[config.mk]
export PLATFORM = sky130hd
export DESIGN_NAME = rv32_instruction_encoder_core
export DESIGN_NICKNAME = d
export VERILOG_FILES = /design/src/rtl/core/rv32enc_pkg.sv /design/src/rtl/core/rv32enc_encode.sv /design/src/rtl/core/rv32_instruction_encoder_core.sv
export SDC_FILE = /design/constraint.sdc
export NUM_CORES = 1
export LEC_CHECK = 0
export BUFFER_PORTS_ARGS = -buffer_cell sky130_fd_sc_hd__buf_2
export CELL_PAD_IN_SITES_DETAIL_PLACEMENT = 1
export CELL_PAD_IN_SITES_GLOBAL_PLACEMENT = 1
export CORE_ASPECT_RATIO = 1.5
export CORE_MARGIN = 2
export CORE_UTILIZATION = 40
export CTS_CLUSTER_SIZE = 14
export DETAILED_ROUTE_END_ITERATION = 12
export GPL_ROUTABILITY_DRIVEN = 1
export PLACE_DENSITY = 0.72
export SLEW_MARGIN = 20
export SYNTH_ARGS = -nofsm -noshare
export SYNTH_HDL_FRONTEND = slang
export SYNTH_MEMORY_MAX_BITS = 65536
export SYNTH_SLANG_ARGS = --single-unit
[constraint.sdc]
create_clock -name clk -period 6.3 [get_ports clk]
set_clock_uncertainty 0.05 [all_clocks]
set_input_delay 1.26 -clock clk [delete_from_list [all_inputs] [get_ports clk]]
set_output_delay 1.26 -clock clk [all_outputs]
set_load 0.02 [all_outputs]
[src/rtl/core/rv32enc_pkg.sv]
// Shared types, constants and the opcode table of the RV32 instruction encoder.
// Used by rv32enc_encode, rv32_instruction_encoder_core and rv32enc_checker.
// No dependencies.
package rv32enc_pkg;

	localparam logic [6:0]  NUM_LISTED = 7'd66;
	localparam logic [6:0]  OP_HALT    = 7'd66;
	localparam logic [31:0] HALT_WORD  = 32'h0000_000B;

	localparam logic [1:0] ST_NORMAL = 2'd0;
	localparam logic [1:0] ST_HALT   = 2'd1;
	localparam logic [1:0] ST_UNIMPL = 2'd2;

	typedef enum logic [2:0] {
		FMT_R,
		FMT_I,
		FMT_SHAMT,
		FMT_UNARY,
		FMT_S,
		FMT_B,
		FMT_J,
		FMT_U
	} fmt_t;

	typedef struct packed {
		fmt_t        fmt;
		logic [31:0] base;
	} enc_entry_t;

	// One captured instruction together with the byte address it sits at.
	typedef struct packed {
		logic [6:0]  op;
		logic [4:0]  reg_a;
		logic [4:0]  reg_b;
		logic [4:0]  reg_c;
		logic [31:0] imm;
		logic [31:0] pc;
	} enc_item_t;

	typedef struct packed {
		logic [31:0] word;
		logic [1:0]  status;
	} enc_result_t;

	function automatic enc_entry_t enc_lookup(input logic [6:0] op);
		enc_entry_t e;
		e = '{fmt: FMT_R, base: 32'h0};
		unique case (op)
			7'd0:  e = '{FMT_R,     32'h00000033};
			7'd1:  e = '{FMT_R,     32'h40000033};
			7'd2:  e = '{FMT_R,     32'h00002033};
			7'd3:  e = '{FMT_R,     32'h00003033};
			7'd4:  e = '{FMT_R,     32'h00007033};
			7'd5:  e = '{FMT_R,     32'h00006033};
			7'd6:  e = '{FMT_R,     32'h00004033};
			7'd7:  e = '{FMT_R,     32'h00001033};
			7'd8:  e = '{FMT_R,     32'h00005033};
			7'd9:  e = '{FMT_R,     32'h40005033};
			7'd10: e = '{FMT_I,     32'h00000013};
			7'd11: e = '{FMT_I,     32'h00002013};
			7'd12: e = '{FMT_I,     32'h00003013};
			7'd13: e = '{FMT_I,     32'h00007013};
			7'd14: e = '{FMT_I,     32'h00006013};
			7'd15: e = '{FMT_I,     32'h00004013};
			7'd16: e = '{FMT_SHAMT, 32'h00001013};
			7'd17: e = '{FMT_SHAMT, 32'h00005013};
			7'd18: e = '{FMT_SHAMT, 32'h40005013};
			7'd19: e = '{FMT_I,     32'h00000003};
			7'd20: e = '{FMT_I,     32'h00004003};
			7'd21: e = '{FMT_I,     32'h00001003};
			7'd22: e = '{FMT_I,     32'h00005003};
			7'd23: e = '{FMT_I,     32'h00002003};
			7'd24: e = '{FMT_S,     32'h00000023};
			7'd25: e = '{FMT_S,     32'h00001023};
			7'd26: e = '{FMT_S,     32'h00002023};
			7'd27: e = '{FMT_B,     32'h00000063};
			7'd28: e = '{FMT_B,     32'h00005063};
			7'd29: e = '{FMT_B,     32'h00007063};
			7'd30: e = '{FMT_B,     32'h00004063};
			7'd31: e = '{FMT_B,     32'h00006063};
			7'd32: e = '{FMT_B,     32'h00001063};
			7'd33: e = '{FMT_J,     32'h0000006F};
			7'd34: e = '{FMT_I,     32'h00000067};
			7'd35: e = '{FMT_U,     32'h00000017};
			7'd36: e = '{FMT_U,     32'h00000037};
			7'd37: e = '{FMT_UNARY, 32'h60001013};
			7'd38: e = '{FMT_UNARY, 32'h60101013};
			7'd39: e = '{FMT_UNARY, 32'h60201013};
			7'd40: e = '{FMT_R,     32'h40007033};
			7'd41: e = '{FMT_R,     32'h40006033};
			7'd42: e = '{FMT_R,     32'h40004033};
			7'd43: e = '{FMT_R,     32'h0A004033};
			7'd44: e = '{FMT_R,     32'h0A006033};
			7'd45: e = '{FMT_R,     32'h0A005033};
			7'd46: e = '{FMT_R,     32'h0A007033};
			7'd47: e = '{FMT_UNARY, 32'h60401013};
			7'd48: e = '{FMT_UNARY, 32'h60501013};
			7'd49: e = '{FMT_R,     32'h28001033};
			7'd50: e = '{FMT_R,     32'h48001033};
			7'd51: e = '{FMT_R,     32'h68001033};
			7'd52: e = '{FMT_R,     32'h48005033};
			7'd53: e = '{FMT_SHAMT, 32'h28001013};
			7'd54: e = '{FMT_SHAMT, 32'h48001013};
			7'd55: e = '{FMT_SHAMT, 32'h68001013};
			7'd56: e = '{FMT_SHAMT, 32'h48005013};
			7'd57: e = '{FMT_R,     32'h60005033};
			7'd58: e = '{FMT_R,     32'h60001033};
			7'd59: e = '{FMT_SHAMT, 32'h60005013};
			7'd60: e = '{FMT_R,     32'h20002033};
			7'd61: e = '{FMT_R,     32'h20004033};
			7'd62: e = '{FMT_R,     32'h20006033};
			7'd63: e = '{FMT_UNARY, 32'h69805013};
			7'd64: e = '{FMT_UNARY, 32'h08004033};
			7'd65: e = '{FMT_UNARY, 32'h28705013};
			default: e = '{FMT_R, 32'h0};
		endcase
		return e;
	endfunction

endpackage

[src/rtl/core/rv32enc_encode.sv]
// Combinational field packer: turns one captured instruction into its machine word.
// Depends on rv32enc_pkg (opcode table, formats, status codes).
module rv32enc_encode (
	input  rv32enc_pkg::enc_item_t   item,
	output rv32enc_pkg::enc_result_t result
);

	rv32enc_pkg::enc_entry_t entry;
	logic [31:0] off;
	logic [31:0] fields;

	assign entry = rv32enc_pkg::enc_lookup(item.op);
	// Branch and jump targets arrive as absolute byte addresses.
	assign off   = item.imm - item.pc;

	always_comb begin
		unique case (entry.fmt)
			rv32enc_pkg::FMT_R:
				fields = {7'b0, item.reg_c, item.reg_b, 3'b0, item.reg_a, 7'b0};
			rv32enc_pkg::FMT_I:
				fields = {item.imm[11:0], item.reg_b, 3'b0, item.reg_a, 7'b0};
			rv32enc_pkg::FMT_SHAMT:
				fields = {7'b0, item.imm[4:0], item.reg_b, 3'b0, item.reg_a, 7'b0};
			rv32enc_pkg::FMT_UNARY:
				fields = {12'b0, item.reg_b, 3'b0, item.reg_a, 7'b0};
			rv32enc_pkg::FMT_S:
				fields = {item.imm[11:5], item.reg_a, item.reg_b, 3'b0, item.imm[4:0], 7'b0};
			rv32enc_pkg::FMT_B:
				fields = {off[12], off[10:5], item.reg_b, item.reg_a, 3'b0,
					off[4:1], off[11], 7'b0};
			rv32enc_pkg::FMT_J:
				fields = {off[20], off[10:1], off[11], off[19:12], item.reg_a, 7'b0};
			rv32enc_pkg::FMT_U:
				fields = {item.imm[19:0], item.reg_a, 7'b0};
			default:
				fields = 32'b0;
		endcase
	end

	always_comb begin
		if (item.op < rv32enc_pkg::NUM_LISTED) begin
			result.word   = entry.base | fields;
			result.status = rv32enc_pkg::ST_NORMAL;
		end else if (item.op == rv32enc_pkg::OP_HALT) begin
			result.word   = rv32enc_pkg::HALT_WORD;
			result.status = rv32enc_pkg::ST_HALT;
		end else begin
			result.word   = 32'b0;
			result.status = rv32enc_pkg::ST_UNIMPL;
		end
	end

endmodule

[src/rtl/core/rv32_instruction_encoder_core.sv]
// Top level of the RV32 instruction encoder: input register, encoder, result register.
// Depends on rv32enc_pkg and rv32enc_encode.
//
// Usage: each input beat (in_valid/in_ready) carries one decoded instruction:
// op, reg_a, reg_b, reg_c and immediate. Each beat produces exactly one output
// beat (out_valid/out_ready) with machine_word and status, in order.
// The block tracks the instruction index; branch and JAL immediates are
// absolute byte targets converted against index*4. Halt or an unimplemented
// op ends the program and clears the index; any other op advances it by one.
// From input beat to output beat an instruction passes the input register and
// then the result register, with the table lookup, packing and offset subtract
// in between. Throughput is one beat per cycle while the receiver does not stall.
// When the receiver stalls, the result register holds its beat and the input
// register takes one more beat, if it is empty, before in_ready drops.
// Reset clears both stage valids and the index to zero.
module rv32_instruction_encoder_core (
	input  logic        clk,
	input  logic        arst_n,
	input  logic        in_valid,
	output logic        in_ready,
	input  logic [6:0]  op,
	input  logic [4:0]  reg_a,
	input  logic [4:0]  reg_b,
	input  logic [4:0]  reg_c,
	input  logic signed [31:0] immediate,
	output logic        out_valid,
	input  logic        out_ready,
	output logic [31:0] machine_word,
	output logic [1:0]  status
);

	logic [29:0] index_q;
	logic        valid_s1;
	logic        valid_s2;
	rv32enc_pkg::enc_item_t   item_s1;
	rv32enc_pkg::enc_result_t result_c;
	rv32enc_pkg::enc_result_t result_s2;
	logic in_fire;
	logic adv_s2;

	assign adv_s2   = valid_s1 && (!valid_s2 || out_ready);
	assign in_ready = !valid_s1 || adv_s2;
	assign in_fire  = in_valid && in_ready;

	always_ff @(posedge clk or negedge arst_n) begin
		if (!arst_n) begin
			index_q  <= '0;
			valid_s1 <= 1'b0;
			valid_s2 <= 1'b0;
		end else begin
			if (in_fire) begin
				valid_s1 <= 1'b1;
				if (op < rv32enc_pkg::NUM_LISTED) begin
					index_q <= index_q + 30'd1;
				end else begin
					index_q <= '0;
				end
			end else if (adv_s2) begin
				valid_s1 <= 1'b0;
			end
			if (adv_s2) begin
				valid_s2 <= 1'b1;
			end else if (out_ready) begin
				valid_s2 <= 1'b0;
			end
		end
	end

	always_ff @(posedge clk) begin
		if (in_fire) begin
			item_s1.op    <= op;
			item_s1.reg_a <= reg_a;
			item_s1.reg_b <= reg_b;
			item_s1.reg_c <= reg_c;
			item_s1.imm   <= immediate;
			item_s1.pc    <= {index_q, 2'b00};
		end
		if (adv_s2) begin
			result_s2 <= result_c;
		end
	end

	rv32enc_encode u_encode (
		.item   (item_s1),
		.result (result_c)
	);

	assign out_valid    = valid_s2;
	assign machine_word = result_s2.word;
	assign status       = result_s2.status;

endmodule

==> key figures <==
Clock tree
  • Num CTS Buffers: 17
  • Worst skew pair latency: ~0.43 ns
  • Root Buffer: clkbuf_16
  • Quantity of hold-fixing buffers added after cts: 0
  • Clock sinks: 136
  • CTS-repair resized insts: 0
  • Clk pin slew, worst setup/hold paths: 0.06 ns
  • Clock Path Buffers: 2
  • Setup bufs post-CTS: 0
  • H-tree depth: 4
  • CTS tree: done

STA
  • Slew Viols, Final: 0
  • RSZ-0062 raised after global routing: no
  • Worst-Margin Slew: 0.986 ns
  • Final hold vios: 0
  • Setup violations, final: 0
  • Setup ws final: 2.23 ns
  • Post-Route Setup TNS: 0 ns
  • Slew HR: 0.342
  • Final worst path period need: 4.07 ns
  • Max Freq: 246 MHz
  • Final Cycle Share: 0.646

Outcome
  • Status: complete, no violations

GRT
  • Largest net degree at the start of global routing: 78
  • Number of antenna violations at the first check in global routing: 0
  • Total track usage: 0.231
  • First-pass GRT wire length: 34300 um
  • Grt total ovfl: 0
  • Number of global-route vias before repair: 6290

Layout
  • Final core utilization: 0.468
  • Fillers: 2071
  • Area Overhead vs Synth: 15.9%
  • Antenna diode count: 0
  • Final nets: a little under 900
  • Share of layout cells above drive strength 1: 0.180
  • Cell Count, Final, Fillers Out: between 1000 and 1500

Floorplanning
  • # rows: between 60 and 70
  • Core area: 0.0184 sq mm
  • Die Y: 171 um
  • Starting Density: 0.404
  • Die Area: 0.0197 sq mm
  • I/O Pins: 94
  • Die Width: 115 um

Synthesis
  • Synth Register Bits: 136
  • Most used DFF post-synth: edfxtp_1
  • Syn_nets: 798
  • Count of cell types in the netlist: 82
  • Post-synth ARST share: 0.154
  • Syn. warnings: 0
  • Post-Syn Area per Cell: 10.4 sq um
  • Post-Syn Area: 0.00743 sq mm
  • Seq/Total Area, Yosys: 0.509
  • Post-synthesis cell count: 712
  • Post-synth EDFFs: 95

Setup path
  • Critical setup path kind: input pin to register
  • CP required: around 6.6 ns
  • Crit Path Max Fanout: 77
  • Critical R2R Launch: out_valid$_DFFE_PN0P_
  • Critical Path AT: 4.35 ns
  • R2R Setup Slk: roughly 2.8 ns
  • Reg2reg end: u_encode.entry[27]$_DFF_P_
  • R2R cell count: 9
  • CP Capture Type: register
  • Startpoint types: input pin

Detailed routing
  • Final wirelength: 21800 um
  • Vias per inst: 5.61
  • Residual DRC: 0
  • 1st-pass router iterations: 4
  • Post-DRT Antenna Nets: 0
  • Initial DRC count: 394
  • Detailed-route via count: approximately 6000
  • WL per Instance: between 20 and 25 um

Min path
  • Hold endpoint: item_s1[20]$_DFFE_PP_
  • Hold Path Class: register to register
  • Hold_sp: index_q[18]$_DFFE_PN0P_
  • Hold Path Depth: 0

Pwr
  • Peak VDD IR: ~0.19 mV
  • Static Leak: 3.44 nW
  • Pwr Density: 298 mW/mm^2

Placement
  • Hpwl dp: 16200 um
  • PortBufs: 82
  • Placed instance count: 1024
  • Place WS: about 1.8 ns
  • Gpl congestion: 0.882

Job
  • Max Cap Viol: 0
power by group:
group,switching [W],leakage [nW],internal (W),total (W)
logic,0.000331,1.78,0.000182,0.000512
clock network,0.000392,0.279,0.000585,0.000977
registers,0.0000421,1.38,0.00103,0.00108
worst max-delay path: stages:
cell and delay, ns:
buf_2 0.09, nand3b_4 0.16, nand2_4 0.11, inv_4 0.72, mux2_4 0.48, inv_1 0.47, ha_1 0.31, nand2_1 0.13
or3_1 0.45, o21ai_0 0.13
cell usage after synthesis, drive strengths merged (5+ instances only):
| cell | instances | area share |
|---|---|---|
| o21ai | 45 | 0.031 |
| and3 | 11 | 0.0093 |
| mux2i | 17 | 0.025 |
| nand4 | 5 | 0.0062 |
| xor2 | 13 | 0.015 |
| a21oi | 56 | 0.038 |
| a211oi | 15 | 0.015 |
| buf | 19 | 0.018 |
| nor3 | 15 | 0.010 |
| nor2 | 56 | 0.032 |
| nand3 | 25 | 0.018 |
| or3 | 7 | 0.0059 |
| dfrtp | 21 | 0.071 |
| dfxtp | 20 | 0.054 |
| clkbuf | 9 | 0.0045 |
| edfxtp | 95 | 0.38 |
| mux2 | 5 | 0.0091 |
| inv | 35 | 0.018 |
| o22ai | 12 | 0.010 |
| o21a | 6 | 0.0061 |
| xnor2 | 9 | 0.011 |
| ha | 27 | 0.045 |
| and2 | 8 | 0.0067 |
| a21o | 10 | 0.010 |
| nor2b | 5 | 0.0052 |
| nand2 | 84 | 0.044 |
| o211ai | 5 | 0.0051 |
| nand2b | 8 | 0.0067 |
worst max-delay path by stage:
stage / slack [ns] / cells past startpoint / endpoint / start
6_report: 2.23 / 10 / u_encode.entry[27]$_DFF_P_ / out_ready
5_1_grt: 1.99 / 12 / u_encode.entry[30]$_SDFF_PP0_ / out_ready
4_1_cts: 2.22 / 10 / u_encode.entry[27]$_DFF_P_ / out_ready
3_5_place_dp: 1.79 / 10 / u_encode.entry[27]$_DFF_P_ / out_ready
3_3_place_gp: 1.88 / 11 / u_encode.entry[33]$_DFF_P_ / out_ready
2_1_floorplan: 2.59 / 9 / u_encode.entry[12]$_DFF_P_ / out_ready
area by class of cell:
class / count / area (sq um) / area share
sequential: 136 / 3780 / 0.439
multi-input combinational: 512 / 3350 / 0.389
timing repair buffer: 88 / 455 / 0.0529
clock buffer: 18 / 429 / 0.0498
tap: 252 / 315 / 0.0366
clock inverter: 14 / 150 / 0.0174
inverter: 36 / 138 / 0.0160
placed cells by master (no fill, tap or decap), types with 5 or more instances in the layout:
cell and count:
a211oi_1 15, a21o_1 10, a21oi_1 56, o21ai_0 41, nor2_1 52, nand2_1 82, inv_1 34, dfxtp_1 20
and2_1 7, o211ai_1 5, xor2_1 13, nand3_1 24, edfxtp_1 95, clkbuf_16 17, buf_4 6, o21a_1 6
ha_1 27, or3_1 7, nor3_1 15, xnor2_1 9, mux2i_1 16, o22ai_1 12, nand2b_1 8, and3_1 11
dfrtp_1 21, buf_2 82
logic make-up after synthesis:
family,after synthesis,share of synthesized area
AOI/OAI and AO/OA,204,0.179
xor gates and xnor gates,22,0.0259
adders and majority gates,28,0.0482
buffers and inverters,64,0.0408
DFF,136,0.509
muxes,25,0.0428
and+or+nand+nor,233,0.155
metal layers:
layer,up-vias,GRT usage,wire [um]
li1,2803,-,-
met1,2942,0.259,8570
met2,131,0.417,11700
met3,46,0.0351,571
met4,0,0.118,958
met5,-,0,0
metrics by stage:
step	hold slack, ns	area, sq um	total power (W)
2_1_floorplan	0.396	7430	0.00144
3_3_place_gp	0.407	8040	0.00159
3_5_place_dp	0.421	8040	0.00160
4_1_cts	0.446	8610	0.00258
5_1_grt	0.458	8610	0.00267
6_report	0.441	8610	0.00257
sequential cells by signal, summed over array words and instances (netlist names):
| signal | cells |
|---|---|
| machine_word | 31 |
| u_encode.entry | 20 |
| index_q | 19 |
| status | 2 |
| valid_s1 | 1 |
| out_valid | 1 |
| item_s1 | 62 |
Note: power is estimated with default switching activity, not from simulation.
